`config.mk`:
```
export PLATFORM = sky130hd
export DESIGN_NAME = vectored_interrupt_save_restore
export DESIGN_NICKNAME = d
export VERILOG_FILES = /design/src/sv/vsr_pkg.sv /design/src/sv/vsr_ram.sv /design/src/sv/vsr_ctrl.sv /design/src/sv/vectored_interrupt_save_restore.sv
export SDC_FILE = /design/constraint.sdc
export NUM_CORES = 1
export LEC_CHECK = 0
export BUFFER_PORTS_ARGS = -buffer_cell sky130_fd_sc_hd__buf_4
export CAP_MARGIN = 10
export CORE_MARGIN = 2
export CORE_UTILIZATION = 30
export CTS_CLUSTER_DIAMETER = 60
export DETAILED_ROUTE_END_ITERATION = 8
export GPL_ROUTABILITY_DRIVEN = 0
export PLACE_DENSITY = 0.5
export SYNTH_ARGS = -nofsm -noshare
export SYNTH_HDL_FRONTEND = slang
export SYNTH_HIERARCHICAL = 1
export SYNTH_SLANG_ARGS = --single-unit
```
`constraint.sdc`:
```
create_clock -name clk -period 11.3 [get_ports clk]
set_input_delay 3.39 -clock clk [delete_from_list [all_inputs] [get_ports clk]]
set_output_delay 3.39 -clock clk [all_outputs]
set_load 0.02 [all_outputs]
```
`src/sv/vsr_pkg.sv`:
```
`timescale 1ns / 1ps
// ----------------------------------------------------------------------------
// vsr_pkg
// Shared types and codes for the vectored interrupt save and restore block.
// ----------------------------------------------------------------------------
package vsr_pkg;

  localparam int unsigned DATA_W    = 27;
  localparam int unsigned MASK_W    = 9;
  localparam int unsigned REG_SEL_W = 6;
  localparam int unsigned SP_PAD_W  = 32 - DATA_W;
  localparam int unsigned ADDR_STEP = 3;

  // Command codes.
  localparam logic [2:0] CMD_SET     = 3'd0;
  localparam logic [2:0] CMD_GET     = 3'd1;
  localparam logic [2:0] CMD_ENABLE  = 3'd2;
  localparam logic [2:0] CMD_DISABLE = 3'd3;
  localparam logic [2:0] CMD_FIRE    = 3'd4;
  localparam logic [2:0] CMD_RETURN  = 3'd5;

  // Memory access codes.
  localparam logic [1:0] MEM_NONE  = 2'd0;
  localparam logic [1:0] MEM_WRITE = 2'd1;
  localparam logic [1:0] MEM_READ  = 2'd2;

  typedef struct packed {
    logic [2:0]        cmd;
    logic [3:0]        irq_id;
    logic [DATA_W-1:0] vector_value;
    logic [MASK_W-1:0] id_mask;
    logic [DATA_W-1:0] stack_pointer;
  } item_t;

  typedef struct packed {
    logic [DATA_W-1:0]    read_vector;
    logic [1:0]           mem_op;
    logic [DATA_W-1:0]    mem_addr;
    logic [REG_SEL_W-1:0] reg_sel;
    logic                 wake;
    logic                 branch_taken;
    logic [DATA_W-1:0]    new_pc;
    logic [DATA_W-1:0]    new_stack;
    logic                 clear_exception;
    logic                 last;
  } result_t;

endpackage

```
`src/sv/vsr_ram.sv`:
```
`timescale 1ns / 1ps
// ----------------------------------------------------------------------------
// vsr_ram
// Generic single-write, single-read RAM with a registered read port.
// ----------------------------------------------------------------------------
module vsr_ram #(
  parameter int unsigned WIDTH = 27,
  parameter int unsigned DEPTH = 9,
  parameter int unsigned AW    = (DEPTH > 1) ? $clog2(DEPTH) : 1
) (
  input  logic             clk,
  input  logic             we,
  input  logic [AW-1:0]    waddr,
  input  logic [WIDTH-1:0] wdata,
  input  logic [AW-1:0]    raddr,
  output logic [WIDTH-1:0] rdata
);

  logic [WIDTH-1:0] mem [DEPTH];

  always_ff @(posedge clk) begin
    if (we) begin
      mem[waddr] <= wdata;
    end
    rdata <= mem[raddr];
  end

endmodule

```
`src/sv/vsr_ctrl.sv`:
```
`timescale 1ns / 1ps
// ----------------------------------------------------------------------------
// vsr_ctrl
// Command sequencer: vector table access, enable mask, and the save and
// restore word sequence towards the stack.
// ----------------------------------------------------------------------------
module vsr_ctrl #(
  parameter int unsigned NUM_VECTORS = 9,
  parameter int unsigned ADDR_BITS   = 27,
  parameter int unsigned NUM_REGS    = 32,
  parameter int unsigned VAW         = (NUM_VECTORS > 1) ? $clog2(NUM_VECTORS) : 1
) (
  input  logic                      clk,
  input  logic                      rst,
  input  logic                      start,
  input  vsr_pkg::item_t            item,
  input  logic                      stack_direction,
  output logic                      busy,
  output logic                      result_valid,
  output vsr_pkg::result_t          result,
  output logic                      ram_we,
  output logic [VAW-1:0]            ram_waddr,
  output logic [vsr_pkg::DATA_W-1:0] ram_wdata,
  output logic [VAW-1:0]            ram_raddr,
  input  logic [vsr_pkg::DATA_W-1:0] ram_rdata
);

  localparam int unsigned CW = $clog2(NUM_REGS + 1);

  typedef enum logic [1:0] {
    ST_IDLE,
    ST_EXEC,
    ST_SEQ
  } state_t;

  state_t                          state;
  logic [2:0]                      cmd_q;
  logic [3:0]                      id_q;
  logic                            id_ok_q;
  logic                            rd_ok;
  logic [ADDR_BITS-1:0]            sp_q;
  logic [vsr_pkg::MASK_W-1:0]      enable_mask;
  logic [NUM_VECTORS-1:0]          vec_valid;
  logic [ADDR_BITS-1:0]            addr;
  logic [vsr_pkg::REG_SEL_W-1:0]   reg_idx;
  logic [CW-1:0]                   cnt;
  logic                            down_q;
  logic                            fire_q;
  logic [vsr_pkg::DATA_W-1:0]      pc_q;

  logic                            accept;
  logic                            id_ok;
  logic [VAW-1:0]                  id_idx;
  logic                            is_fire;
  logic                            taken;
  logic                            seq_go;
  logic                            down;
  logic [ADDR_BITS-1:0]            sp_in;
  logic [ADDR_BITS-1:0]            addr_next;
  logic [31:0]                     addr_wide;
  logic [31:0]                     next_wide;
  logic                            final_word;
  vsr_pkg::result_t                single;
  vsr_pkg::result_t                seq_word;

  assign busy   = (state != ST_IDLE);
  assign accept = start && !busy;
  assign id_ok  = (item.irq_id < 4'(NUM_VECTORS));
  assign id_idx = VAW'(item.irq_id);
  assign sp_in  = ADDR_BITS'({{vsr_pkg::SP_PAD_W{1'b0}}, item.stack_pointer});

  // The table is written straight from the accepted word; reads see it later.
  assign ram_we    = accept && (item.cmd == vsr_pkg::CMD_SET) && id_ok;
  assign ram_waddr = id_idx;
  assign ram_wdata = item.vector_value;
  assign ram_raddr = id_idx;

  always_comb begin
    is_fire    = (cmd_q == vsr_pkg::CMD_FIRE);
    taken      = is_fire && id_ok_q && rd_ok && (ram_rdata != '0) && enable_mask[id_q];
    seq_go     = taken || (cmd_q == vsr_pkg::CMD_RETURN);
    down       = is_fire ? !stack_direction : stack_direction;
    addr_next  = down_q ? (addr - ADDR_BITS'(vsr_pkg::ADDR_STEP))
                        : (addr + ADDR_BITS'(vsr_pkg::ADDR_STEP));
    addr_wide  = 32'(addr);
    next_wide  = 32'(addr_next);
    final_word = (cnt == CW'(NUM_REGS));

    single      = '0;
    single.last = 1'b1;
    if (cmd_q == vsr_pkg::CMD_GET && rd_ok) begin
      single.read_vector = ram_rdata;
    end
    if (is_fire && id_ok_q) begin
      single.wake = 1'b1;
    end

    seq_word                 = '0;
    seq_word.mem_op          = fire_q ? vsr_pkg::MEM_WRITE : vsr_pkg::MEM_READ;
    seq_word.mem_addr        = addr_wide[vsr_pkg::DATA_W-1:0];
    seq_word.reg_sel         = reg_idx;
    seq_word.wake            = fire_q;
    seq_word.last            = final_word;
    seq_word.branch_taken    = final_word;
    seq_word.clear_exception = final_word && !fire_q;
    if (final_word && fire_q) begin
      seq_word.new_pc    = pc_q;
      // Saving downwards leaves the stack at the last word's address.
      seq_word.new_stack = down_q ? addr_wide[vsr_pkg::DATA_W-1:0]
                                  : next_wide[vsr_pkg::DATA_W-1:0];
    end
  end

  always_ff @(posedge clk) begin
    if (rst) begin
      state        <= ST_IDLE;
      enable_mask  <= '0;
      vec_valid    <= '0;
      result_valid <= 1'b0;
    end else begin
      unique case (state)
        ST_IDLE: begin
          result_valid <= 1'b0;
          if (accept) begin
            cmd_q   <= item.cmd;
            id_q    <= item.irq_id;
            id_ok_q <= id_ok;
            rd_ok   <= id_ok && vec_valid[id_idx];
            sp_q    <= sp_in;
            if (ram_we) begin
              vec_valid[id_idx] <= 1'b1;
            end
            if (item.cmd == vsr_pkg::CMD_ENABLE) begin
              enable_mask <= item.id_mask;
            end else if (item.cmd == vsr_pkg::CMD_DISABLE) begin
              enable_mask <= ~item.id_mask;
            end
            state <= ST_EXEC;
          end
        end
        ST_EXEC: begin
          if (seq_go) begin
            addr         <= down ? (sp_q - ADDR_BITS'(vsr_pkg::ADDR_STEP)) : sp_q;
            reg_idx      <= down ? vsr_pkg::REG_SEL_W'(NUM_REGS) : '0;
            cnt          <= '0;
            down_q       <= down;
            fire_q       <= is_fire;
            pc_q         <= ram_rdata;
            result_valid <= 1'b0;
            state        <= ST_SEQ;
          end else begin
            result       <= single;
            result_valid <= 1'b1;
            state        <= ST_IDLE;
          end
        end
        ST_SEQ: begin
          result       <= seq_word;
          result_valid <= 1'b1;
          addr         <= addr_next;
          reg_idx      <= down_q ? (reg_idx - vsr_pkg::REG_SEL_W'(1))
                                 : (reg_idx + vsr_pkg::REG_SEL_W'(1));
          cnt          <= cnt + CW'(1);
          if (final_word) begin
            state <= ST_IDLE;
          end
        end
        default: begin
          result_valid <= 1'b0;
          state        <= ST_IDLE;
        end
      endcase
    end
  end

endmodule

```
`src/sv/vectored_interrupt_save_restore.sv`:
```
`timescale 1ns / 1ps
// ----------------------------------------------------------------------------
// vectored_interrupt_save_restore
// Interrupt vector table with enable mask, sequencing register save and
// restore words to a memory stack.
// ----------------------------------------------------------------------------
// A taken fire or a return gives NUM_REGS+1 words, one per cycle, registered
// from the SEQ state, which follows the EXEC state; busy stays high through
// both states, so the next command is accepted only once the sequence ends.
// Every other command gives one word from the EXEC state, busy only there.
// Results are strobed for one cycle; the receiver cannot stall them.
// Synchronous reset clears the table valid bits, enable mask and direction.
module vectored_interrupt_save_restore #(
  parameter int unsigned NUM_VECTORS = 9,
  parameter int unsigned ADDR_BITS   = 27,
  parameter int unsigned NUM_REGS    = 32
) (
  input  logic             clk,
  input  logic             rst,
  input  logic             start,
  output logic             busy,
  input  vsr_pkg::item_t   item,
  output logic             result_valid,
  output vsr_pkg::result_t result,
  input  logic             cfg_valid,
  output logic             cfg_ready,
  input  logic             cfg_data
);

  localparam int unsigned VAW = (NUM_VECTORS > 1) ? $clog2(NUM_VECTORS) : 1;

  logic                       stack_direction;
  logic                       ram_we;
  logic [VAW-1:0]             ram_waddr;
  logic [vsr_pkg::DATA_W-1:0] ram_wdata;
  logic [VAW-1:0]             ram_raddr;
  logic [vsr_pkg::DATA_W-1:0] ram_rdata;

  assign cfg_ready = !busy;

  always_ff @(posedge clk) begin
    if (rst) begin
      stack_direction <= 1'b0;
    end else if (cfg_valid && cfg_ready) begin
      stack_direction <= cfg_data;
    end
  end

  vsr_ram #(
    .WIDTH (vsr_pkg::DATA_W),
    .DEPTH (NUM_VECTORS),
    .AW    (VAW)
  ) u_table (
    .clk   (clk),
    .we    (ram_we),
    .waddr (ram_waddr),
    .wdata (ram_wdata),
    .raddr (ram_raddr),
    .rdata (ram_rdata)
  );

  vsr_ctrl #(
    .NUM_VECTORS (NUM_VECTORS),
    .ADDR_BITS   (ADDR_BITS),
    .NUM_REGS    (NUM_REGS),
    .VAW         (VAW)
  ) u_ctrl (
    .clk             (clk),
    .rst             (rst),
    .start           (start),
    .item            (item),
    .stack_direction (stack_direction),
    .busy            (busy),
    .result_valid    (result_valid),
    .result          (result),
    .ram_we          (ram_we),
    .ram_waddr       (ram_waddr),
    .ram_wdata       (ram_wdata),
    .ram_raddr       (ram_raddr),
    .ram_rdata       (ram_rdata)
  );

`ifndef ASSERT_OFF
  // A word that is not the last of its command must leave the block busy.
  a_more_words_busy: assert property (@(posedge clk) disable iff (rst)
    result_valid && !result.last |-> busy)
    else $error("non-final word while sequencer idle");

  a_accept_busy: assert property (@(posedge clk) disable iff (rst)
    start && !busy |=> busy)
    else $error("accepted command did not raise busy");

  a_save_wakes: assert property (@(posedge clk) disable iff (rst)
    result_valid && result.mem_op == vsr_pkg::MEM_WRITE |-> result.wake)
    else $error("save word without wake");

  a_clear_on_return_end: assert property (@(posedge clk) disable iff (rst)
    result_valid && result.clear_exception |->
      result.last && result.mem_op == vsr_pkg::MEM_READ)
    else $error("exception cleared outside the final restore word");
`endif

endmodule

```
# After elaboration in Yosys (flattened, before gate mapping)
# Memory sizes are Yosys's and may differ from the RTL's. A register that Yosys moved wholly into a read port is not among the register bits.
# Index checks and enable logic that the tools add are counted.
dict set report totals {
  register_bits 246
  latch_bits 0
  ram_bits 243
  romBits 0
  input_bits 75
  out_inout_bits 123
  word_cells 116
  memories 1
}
# memory words width rd rd_ports_with_merged_regs wr line
set memory_table {}
lappend memory_table {u_table.mem 9 27 1 1 1 vsr_ram.sv:19} ;# logic [WIDTH-1:0] mem [DEPTH];
dict set report classes {
  add_sub_neg 6
  mul 0
  div_mod_pow 0
  magnitude_cmp 4
  eq_ne 12
  n_shift 0
  muxes 34
  bitwise 3
  reduce_logical 30
}
# operator count
set op_table {}
lappend op_table {{120-bit case mux with 2 select lines} 1}
lappend op_table {{27-bit 2-to-1 mux} 5}
lappend op_table {{120-bit 2-to-1 mux} 1}
lappend op_table {{54-bit 2-to-1 mux} 1}
lappend op_table {{27-bit case mux with 2 select lines} 1}
lappend op_table {{27-bit by 2-bit subtractor with 27-bit output (second input constant)} 2}
lappend op_table {{27-bit by 2-bit adder with 27-bit output (second input constant)} 1}
lappend op_table {{27-bit nonzero test} 1}
lappend op_table {{6-bit 2-to-1 mux} 4}
lappend op_table {{6-bit case mux with 2 select lines} 2}
lappend op_table {{9-bit 2-to-1 mux} 2}
lappend op_table {{3-bit AND reduction} 6}
lappend op_table {{1-bit logical AND} 13}
lappend op_table {{6-bit by 1-bit adder with 6-bit output (second input constant)} 2}
lappend op_table {{4-bit by 5-bit < comparator with 1-bit output (second input constant)} 2}
lappend op_table {{9-bit inverter} 1}
lappend op_table {{9-bit bitwise OR} 1}
lappend op_table {{1-bit binary-select mux with 4-bit select} 2}
lappend op_table {{1-bit 2-to-1 mux} 8}
lappend op_table {{2-bit 2-to-1 mux} 4}
lappend op_table {{3-bit by 2-bit equality test with 1-bit output (second input constant)} 2}
lappend op_table {{3-bit equality test (second input constant)} 2}
lappend op_table {{6-bit equality test (second input constant)} 1}
lappend op_table {{2-bit by 1-bit inequality test with 1-bit output (second input constant)} 3}
lappend op_table {{other kinds (17)} 21}

# Longest topological paths before layout
# Gate-level depths: netlist of the first run.
dict set report logic_depth {
  depth_word 8
  ltp_mapped 11
  depth_no_buf 9
}

# Modules after synthesis
# The synthesis of the first run kept the hierarchy.
# module instances cells_each area_per_inst_um2 seq_area_each_um2
set by_module_without_submodules {}
lappend by_module_without_submodules {vsr_ctrl 1 970 11710.0 7146.9}
lappend by_module_without_submodules {vsr_ram 1 533 10033.4 7837.5}
lappend by_module_without_submodules {vectored_interrupt_save_restore 1 6 52.6 20.0}

# Worst setup path before layout of the first run
# OpenSTA, ideal clock, no wires.
dict set report synth_path {
  path_type {input to register}
  start {input rst}
  end {register u_ctrl/result[0] (netlist name)}
  setup_time_ns 0.639
  arrival_ns 9.352
  t_required_ns 10.661
  slack_ns 1.308
  stages 2
  n_path_buf 0
  cell_sequence {nand2b_1 -> a21oi_1}
}
dict set report synth_between {
  elab_chain_len 2
}
# item line
set synth_lines {}
lappend synth_lines {{start: declaration} vectored_interrupt_save_restore.sv:19} ;# input logic rst,
lappend synth_lines {{1-bit inverter (no line)} n/a}
lappend synth_lines {{3-bit AND reduction (no line)} n/a}
# No other way between the ends.
# A chain may end at the register's enable or synchronous reset.

# Final worst setup path of the first run
dict set report layout_path {
  start {input item[67] in the netlist's numbering}
  end {memory u_table.mem[1][5], enable pin}
}
dict set report layout_between {
  elab_chain_len 5
}
# item line
set layout_lines {}
lappend layout_lines {{start: declaration} vectored_interrupt_save_restore.sv:22} ;# input vsr_pkg::item_t item,
lappend layout_lines {{3-bit logical NOT} vsr_ctrl.sv:73} ;# assign ram_we = accept && (item.cmd == vsr_pkg::CMD_SET) && id_ok;
lappend layout_lines {{1-bit logical AND (2 in series)} vsr_ctrl.sv:73}
lappend layout_lines {{net ram_we} vectored_interrupt_save_restore.sv:33} ;# logic ram_we;
lappend layout_lines {{1-bit 2-to-1 mux} vsr_ram.sv:22} ;# if (we) begin
lappend layout_lines {{1-bit 2-to-1 mux (implied by the code)} vsr_ram.sv:23} ;# mem[waddr] <= wdata;
lappend layout_lines {{end: declaration} vsr_ram.sv:19}
# The timed path passes the listed nets, and every way through them passes these cells.

==> impl_metrics.tcl, run 1 <==
set metrics [dict create \
    status "finished clean" \
    synthesis.area_sq_mm 0.0218 \
    n_fill_cell 6856 \
    hold_path.class "reg -> reg" \
    critPathArrivalTime_ps 5920 \
    yosysWarnings 6 \
    io_buffers 197 \
    cts.path.max_buffers 3 \
    yosys.area.top_type "edfxtp_1" \
    cp_slowest_cell "nor2_4" \
    cts_tree "built" \
    power_density_mw_per_mm2 163 \
    syn_nets 1621 \
    synth-seq-cells 516 \
    cts_setup_buffers 0 \
    drc_errors 0 \
    irDropWorstVdd_mv 0.126 \
    ys_seq_area_frac 0.688 \
    final_nets 1789 \
    multi_input_area_sq_mm 0.00622 \
    layout_commonest_cell "edfxtp_1" \
    start_kind "input port" \
    critPathMaxFanout 27 \
    vias_per_cell 4.81 \
    antenna_found_initial 2 \
    holdBufCountCts 0 \
    fmax_mhz 176 \
    final_cell_mix "edfxtp_1 (467), buf_4 (214), nand2_1 (99), nor2_1 (74), a21oi_1 (67)" \
    finalSetupViolations 0 \
    crit_required_ps 11520 \
    start_util 0.304 \
    synth_cells 1509 \
    crit_path_end_kind "register" \
    synth-async-reset-ratio 0 \
    fin_ws_ps 5600 \
    crit_path_cell_trace "buf_4, or4_1, nor2b_1, or3b_2, nor2_4" \
    core_sq_mm 0.0717 \
    die-area_sq_mm 0.0748 \
    ys.flop_type "edfxtp_1" \
    grt_max_degree 80 \
    grtUsageTotal 0.142 \
    grt_first_pass_wirelength_mm 80.8 \
    dr.pass1.iters 7 \
    clockRootBuffer "clkbuf_16" \
    whs_path_depth 2 \
    cts_sinks 516 \
    hpwl_mm 35.3 \
    area_delta_synth_final_pct 19.1 \
    register_area_sq_mm 0.0150 \
    drive_gt1_frac 0.238 \
    slowest_delay_ps 850 \
    insertion_delay_ps 610 \
    p_leak_nw 9.12 \
    cts_buffers 57 \
    vias 12877 \
    path_clk_slew_ps 60 \
    rsz0062_at_grt "no" \
    avgRoutedWirePerCell_um 20.2 \
    finClkSkew_ps 21.2 \
    avgSynthCellArea_sq_um 14.4 \
    slew_viol_final 0 \
    relSlewSlack 0.261 \
    pre_cts_ws_ps 5000 \
    drt-initial-drc-count 860 \
    boundaryPins 198 \
    cts_htree_levels 2 \
    die_y_um 274 \
    finalHoldViolations 0 \
    synth.distinct_cells 68 \
    synth_edf_count 467 \
    synth_top_area_frac 0.643 \
    min_period_ps 5700 \
    cap_viol_max_count 0 \
    routed_wl_mm 54.0 \
    ant_nets 0 \
    fp.dieW_um 274 \
    worst_pin_slew_ps 1110 \
    setup_tns_ps 0 \
    path_class "in -> reg" \
    finalCritPeriodShare 0.504 \
    r2r_cells 9 \
    rows 98 \
    first_global_vias 12926 \
    cts_resized 0 \
    grt_overflow_total 0 \
    yosys-top-cells-area "edfxtp_1 (64%), dfxtp_1 (4.5%), mux2_2 (2.8%), mux2i_1 (2.7%), ha_1 (2.0%)" \
]
[worst paths after layout]
kind	from	end	slack [ps]
min	u_table/mem[8][7]$_DFFE_PP_	u_table/rdata[7]$_DFF_P_	440
min reg2reg	u_table/mem[8][7]$_DFFE_PP_	u_table/rdata[7]$_DFF_P_	440
max reg2reg	u_ctrl/down_q$_DFFE_PP_	u_ctrl/result[27]$_SDFFCE_PN0P_	7600
max	item[67]	u_table/mem[1][5]$_DFFE_PP_	5600
[state kept, by name, indices dropped and copies added, names as in the netlist, 2 cells and up]
signal              flops
u_ctrl/pc_q            27
u_ctrl/vec_valid        9
u_ctrl/cnt              6
u_ctrl/result         120
u_ctrl/reg_idx          6
u_ctrl/sp_q            27
u_ctrl/id_q             4
u_ctrl/enable_mask      9
u_ctrl/addr            27
u_table/rdata          27
u_ctrl/state            2
u_table/mem           243
u_ctrl/cmd_q            3
[through the flow]
step	utilization	std cells	power, W	area, sq um	hold slack [ps]
2_1_floorplan	-	1509	0.00234	21800	418
3_3_place_gp	0.336	2568	0.00244	24100	438
3_5_place_dp	0.336	2568	0.00244	24100	434
4_1_cts	0.362	2675	0.00428	26000	440
5_1_grt	0.362	2675	0.00438	26000	465
6_report	0.362	2676	0.00422	26000	439
[layer usage]
| metal | GRT usage | routed length [um] | vias up |
|---|---|---|---|
| li1 | - | - | 6018 |
| met1 | 0.186 | 24000 | 6475 |
| met2 | 0.240 | 26300 | 301 |
| met3 | 0.0261 | 2490 | 79 |
| met4 | 0.0398 | 1220 | 4 |
| met5 | 0 | 26 | - |
[cells in the mapped netlist (12+ instances only)]
| cell type | n |
|---|---|
| nor2_1 | 84 |
| a21oi_1 | 68 |
| clkbuf_1 | 49 |
| o21ai_0 | 34 |
| a21o_1 | 12 |
| o31ai_1 | 14 |
| ha_1 | 35 |
| edfxtp_1 | 467 |
| buf_4 | 41 |
| inv_1 | 19 |
| xnor2_1 | 39 |
| mux2i_1 | 58 |
| and3_1 | 30 |
| xor2_1 | 26 |
| and2_1 | 63 |
| a211oi_1 | 18 |
| dfxtp_1 | 49 |
| mux2_2 | 55 |
| nor3_1 | 21 |
| nand2_1 | 99 |
| nand3_1 | 19 |
| o22ai_1 | 28 |
| a22o_1 | 27 |
| o31ai_2 | 15 |
[cell families (layout without fill, tap and decap cells)]
logic type	Yosys count	count (layout)	synth area share
buffers and inverters	126	342	0.0308
and+or+nand+nor	384	384	0.0905
xor gates and xnor gates	65	65	0.0261
DFF	516	516	0.688
adders and majority gates	37	37	0.0219
AOI/OAI and AO/OA	264	264	0.0831
other	0	1	0
muxes	117	117	0.0592
[critical path, delay by kind of cell]
kind / cells / cell delay [ps]
AND/OR/NAND/NOR: 4 / 2340
buffers and inverters: 1 / 170
[area by class of cell]
| type | instances | share of cell area |
|---|---|---|
| inverter | 21 | 0.00304 |
| tap | 950 | 0.0458 |
| antenna | 1 | 0.0000964 |
| timing repair buffer | 214 | 0.0619 |
| clock inverter | 39 | 0.0133 |
| sequential | 516 | 0.578 |
| clock buffer | 68 | 0.0585 |
| multi-input combinational | 867 | 0.240 |
[report_power, final]
group	total (W)	internal [W]	switching (W)
sequential	0.00215	0.00212	0.0000325
clock	0.00182	0.00106	0.000766
combinational	0.000246	0.0000964	0.000150
total	0.00422	0.00327	0.000949
Note: power is estimated with default switching activity, not from simulation.
==> inputs of run 2 (changes only) <==
PLACE_DENSITY = 0.52   (was 0.5)
clock period = 4.7 ns   (was 11.3 ns; I/O delays follow)
==> run 2 against run 1 <==
Non-clock buffer count increased by 11. Critical endpoint is now u_ctrl/result[27]$_SDFFCE_PN0P_. Die area unchanged. Clock-buffer cell count up 15. Sequential power rose by 140%. Cell area rose by 0.49%. Total power up 140%. Combinational power grew 140%. Largest power group unchanged.
==> impl_metrics.tcl, run 2 (synthesis gave the netlist of run 1 again) <==
set metrics [dict create \
    avgRoutedWirePerCell_um 19.9 \
    largest_reg_flops 243 \
    dr.pass1.iters 7 \
    crit_path_end_kind "register" \
    rsz0062_at_grt "no" \
    cts_resized 0 \
    clockRootBuffer "clkbuf_16" \
    grt_first_pass_wirelength_mm 79.9 \
    p_leak_nw 9.18 \
    n_fill_cell 6867 \
    finalSetupViolations 0 \
    holdBufCountCts 0 \
    fin_area_sq_mm 0.0261 \
    combPwrFrac 0.058 \
    grt_max_degree 97 \
    final_cell_mix "edfxtp_1 (467), buf_4 (221), nand2_1 (99), nor2_1 (74), a21oi_1 (67)" \
    finClkSkew_ps 25.3 \
    critPathArrivalTime_ps 3740 \
    routed_wl_mm 53.5 \
    start_kind "register" \
    status "finished clean" \
    rows 98 \
    critPathMaxFanout 61 \
    placed_area_sq_mm 0.0242 \
    final_nets 1800 \
    p_clk_frac 0.433 \
    finalCritPeriodShare 0.725 \
    slew_viol_final 0 \
    area_delta_synth_final_pct 19.7 \
    hold_path.class "reg -> reg" \
    hpwl_mm 35.7 \
    reg.largest.list "u_table/mem (243), u_ctrl/result (120)" \
    cts.path.max_buffers 3 \
    drt-initial-drc-count 815 \
    path_clk_slew_ps 60 \
    cap_viol_max_count 0 \
    io_buffers 197 \
    start_util 0.304 \
    worst_pin_slew_ps 1070 \
    cts_setup_buffers 0 \
    drive_gt1_frac 0.235 \
    netSwitchingPower_w 0.00227 \
    core_sq_mm 0.0717 \
    internal_power_w 0.00791 \
    cts_htree_levels 2 \
    first_global_vias 12983 \
    drc_errors 0 \
    grt_overflow_total 0 \
    die-area_sq_mm 0.0748 \
    regMostFlops "u_table/mem" \
    reg2reg_slack_ps 1290 \
    vias 12745 \
    vias_per_cell 4.74 \
    path_class "reg -> reg" \
    power_density_mw_per_mm2 390 \
    irDropWorstVdd_mv 0.275 \
    layout_commonest_cell "edfxtp_1" \
    boundaryPins 198 \
    finalHoldViolations 0 \
    cts_sinks 516 \
    switching_share 0.223 \
    min_period_ps 3410 \
    insertion_delay_ps 630 \
    ant_nets 0 \
    grtUsageTotal 0.141 \
    cts_buffers 57 \
    antenna_found_initial 3 \
    sequentialPowerShare 0.509 \
    setup_tns_ps 0 \
    crit_required_ps 5030 \
    fmax_mhz 293 \
    cts_tree "built" \
    die_y_um 274 \
    fp.dieW_um 274 \
    relSlewSlack 0.282 \
]
run 2: cell count changes in the layout (fill, tap and decap cells not counted), sizes merged:
cell,delta
buf,+11
clkbuf,+15
clkinv,-11
clkinvlp,-3
inv,-1
run 2: path summary, 6_finish.rpt:
kind                                                start                         endpoint  depth (start not counted)
worst max-delay path              u_ctrl/down_q$_DFFE_PP_  u_ctrl/result[27]$_SDFFCE_PN0P_                          9
worst min register to register  u_table/rdata[11]$_DFF_P_        u_ctrl/pc_q[11]$_DFFE_PP_                          0
worst min-delay path            u_table/rdata[11]$_DFF_P_        u_ctrl/pc_q[11]$_DFFE_PP_                          0
worst max register to register    u_ctrl/down_q$_DFFE_PP_  u_ctrl/result[27]$_SDFFCE_PN0P_                          9
run 2: metal layers:
layer  vias up  wire length [um]  global-route usage
li1       6060                 -                   -
met1      6286             23000               0.175
met2       298             26400               0.243
met3        95              2700              0.0323
met4         6              1330              0.0410
met5         -                36                   0
run 2: cell type report:
type / instances / area (sq um) / share of cell area
flip-flops and latches: 516 / 15000 / 0.575
multi-input cells: 867 / 6210 / 0.238
repair buffers: 225 / 1740 / 0.0666
clock buffers: 83 / 1580 / 0.0607
well taps: 950 / 1190 / 0.0455
clock inverters: 24 / 284 / 0.0109
inverters: 21 / 78.8 / 0.00302
diodes: 1 / 2.50 / 0.0000959
run 2: through the flow:
step / setup slack (ps) / util / hold WS, ps / cells / total power (W)
floorplan: 153 / - / 418 / 1509 / 0.00563
global placement: 772 / 0.338 / 430 / 2579 / 0.00587
detailed placement: 746 / 0.338 / 434 / 2579 / 0.00588
CTS: 1310 / 0.364 / 437 / 2686 / 0.0103
global route: 1060 / 0.364 / 447 / 2686 / 0.0106
finish: 1290 / 0.364 / 442 / 2687 / 0.0102
run 2: power groups by stage:
stage,sequential [W],combinational [W],clock [W]
finish,0.00518,0.000594,0.00441
global route,0.00519,0.000650,0.00472
CTS,0.00518,0.000605,0.00453
global placement,0.00527,0.000593,0
floorplan,0.00529,0.000337,0
detailed placement,0.00527,0.000603,0
run 2: critical path, cell delays in order, from the launching register on:
cell and delay, ps:
edfxtp_1 550, buf_12 310, ha_1 370, a21oi_1 450
o221ai_1 210, a31oi_1 410, o21ai_0 250, o22ai_1 210
xor2_1 220, a211oi_1 100
==> inputs of run 3 (changes only) <==
PLACE_DENSITY = 0.5   (was 0.52)
clock period = 3.29 ns   (was 4.7 ns; I/O delays follow)
==> run 3 against run 2 <==
Total power up 42%. Global-route usage is 0.28 points lower. Non-clock buffer count increased by 20. Cell area rose by 1.2%. Via count grew 0.57%. Core utilization grew 0.44 points. Clock power is 40% higher. First-iteration DRC count is 17% higher.
==> impl_metrics.tcl, run 3 (synthesis gave the netlist of run 1 again) <==
set metrics [dict create \
    status "finished clean" \
    hpwl_mm 35.0 \
    worst_pin_slew_ps 937 \
    final_cells 2704 \
    hold-worst-slack_ps 425 \
    slew_viol_final 0 \
    layout_commonest_cell "edfxtp_1" \
    cts_resized 0 \
    critPathArrivalTime_ps 3420 \
    rsz0062_at_grt "no" \
    cts_setup_buffers 0 \
    antenna_found_initial 4 \
    boundaryPins 198 \
    vias_per_cell 4.74 \
    finalCritPeriodShare 0.939 \
    regMostFlops "u_table/mem" \
    cts_buffers 57 \
    io_buffers 197 \
    critPathMaxFanout 45 \
    whs_path_depth 2 \
    finClkSkew_ps 48.7 \
    path_class "reg -> reg" \
    finalSetupViolations 0 \
    dr.pass1.iters 5 \
    first_global_vias 12995 \
    fmax_mhz 324 \
    cts_tree "built" \
    drive_gt1_frac 0.250 \
    largest_reg_flops 243 \
    core_sq_mm 0.0717 \
    path_clk_slew_ps 60 \
    power_density_mw_per_mm2 547 \
    final_cell_mix "edfxtp_1 (467), buf_4 (229), nand2_1 (98), nor2_1 (74), a21oi_1 (67)" \
    holdBufCountCts 0 \
    die_y_um 274 \
    final_nets 1820 \
    grt_overflow_total 0 \
    r2r_cells 9 \
    drt-initial-drc-count 956 \
    cts.path.max_buffers 3 \
    hold_path.class "reg -> reg" \
    area_delta_synth_final_pct 21.2 \
    avgRoutedWirePerCell_um 19.5 \
    critPathTopFamily "compound AO/OA/AOI/OAI gates" \
    fp.dieW_um 274 \
    start_kind "register" \
    cp_num_cells 9 \
    crit_path_end_kind "register" \
    post-place-cells 2599 \
    start_util 0.304 \
    grt_first_pass_wirelength_mm 79.1 \
    finalHoldViolations 0 \
    slowest_delay_ps 430 \
    clockRootBuffer "clkbuf_16" \
    reg.largest.list "u_table/mem (243), u_ctrl/result (120)" \
    vias 12818 \
    crit_path_cell_trace "buf_12, ha_1, a21oi_1, o211ai_1, a21boi_0, a21boi_0, or3_1, nand3_1, o21ai_1" \
    p_leak_nw 9.31 \
    insertion_delay_ps 620 \
    cap_viol_max_count 0 \
    routed_wl_mm 52.6 \
    cp_num_buf_inv 1 \
    grtUsageTotal 0.138 \
    cp_slowest_cell "a21boi_0" \
    rows 98 \
    irDropWorstVdd_mv 0.376 \
    cts_sinks 516 \
    min_period_ps 3090 \
    grt_max_degree 124 \
    crit_required_ps 3630 \
    drc_errors 0 \
    cts_htree_levels 2 \
    relSlewSlack 0.375 \
    die-area_sq_mm 0.0748 \
    crit_path_frequent_cell "a21boi_0" \
    antenna_cells 0 \
    ant_nets 0 \
]
[run 3: changes by cell type in the layout (fill, tap and decap cells not counted), sizes merged]
cell / delta
buf: +20
diode: -1
inv: +1
bufinv: -1
clkbuf: -7
clkinvlp: +2
clkinv: +3
[run 3: power breakdown]
part           leakage (nW)  internal (W)  switching (W)
Sequential             4.64       0.00729       0.000102
Combinational          3.79      0.000360       0.000519
Clock                 0.893       0.00358        0.00259
Total                  9.31        0.0112        0.00321
[run 3: metrics by stage]
stage	power [W]	util	setup TNS [ps]	cell area, sq um	worst slack [ps]
detailed placement	0.00842	0.343	0	24600	134
global placement	0.00841	0.343	0	24600	140
CTS	0.0147	0.368	0	26400	245
floorplan	0.00805	-	-65210	21900	-525
finish	0.0144	0.368	0	26400	201
global route	0.0150	0.368	0	26400	12.6
[run 3: area by class of cell]
| type | count | area [sq um] |
|---|---|---|
| Clock buffer | 76 | 1560 |
| Clock inverter | 29 | 280 |
| Fill cell | 6776 | 45300 |
| Inverter | 21 | 81.3 |
| Multi-Input combinational cell | 867 | 6260 |
| Sequential cell | 516 | 15000 |
| Tap cell | 950 | 1190 |
| Timing Repair Buffer | 245 | 2040 |
[run 3: worst register-to-register path, cell delays in order (launching register included)]
cell and delay [ps]:
edfxtp_1 420, buf_12 210, ha_1 420, a21oi_1 310, o211ai_1 160, a21boi_0 430
a21boi_0 260, or3_1 420, nand3_1 90, o21ai_1 70
[run 3: path summary, 6_finish.rpt]
| path | end | start | slack, ps |
|---|---|---|---|
| worst max register to register | u_ctrl/addr[24]$_DFFE_PP_ | u_ctrl/down_q$_DFFE_PP_ | 200 |
| worst min register to register | u_table/rdata[7]$_DFF_P_ | u_table/mem[8][7]$_DFFE_PP_ | 430 |
| worst min-delay path | u_table/rdata[7]$_DFF_P_ | u_table/mem[8][7]$_DFFE_PP_ | 430 |
| worst max-delay path | u_ctrl/addr[24]$_DFFE_PP_ | u_ctrl/down_q$_DFFE_PP_ | 200 |
[run 3: per-layer routing]
layer / track usage / up-vias / part of all wire
met4: 0.0357 / 8 / 0.021
met5: 0 / - / 0.00097
li1: - / 6082 / -
met3: 0.0282 / 76 / 0.050
met2: 0.237 / 306 / 0.49
met1: 0.177 / 6346 / 0.44
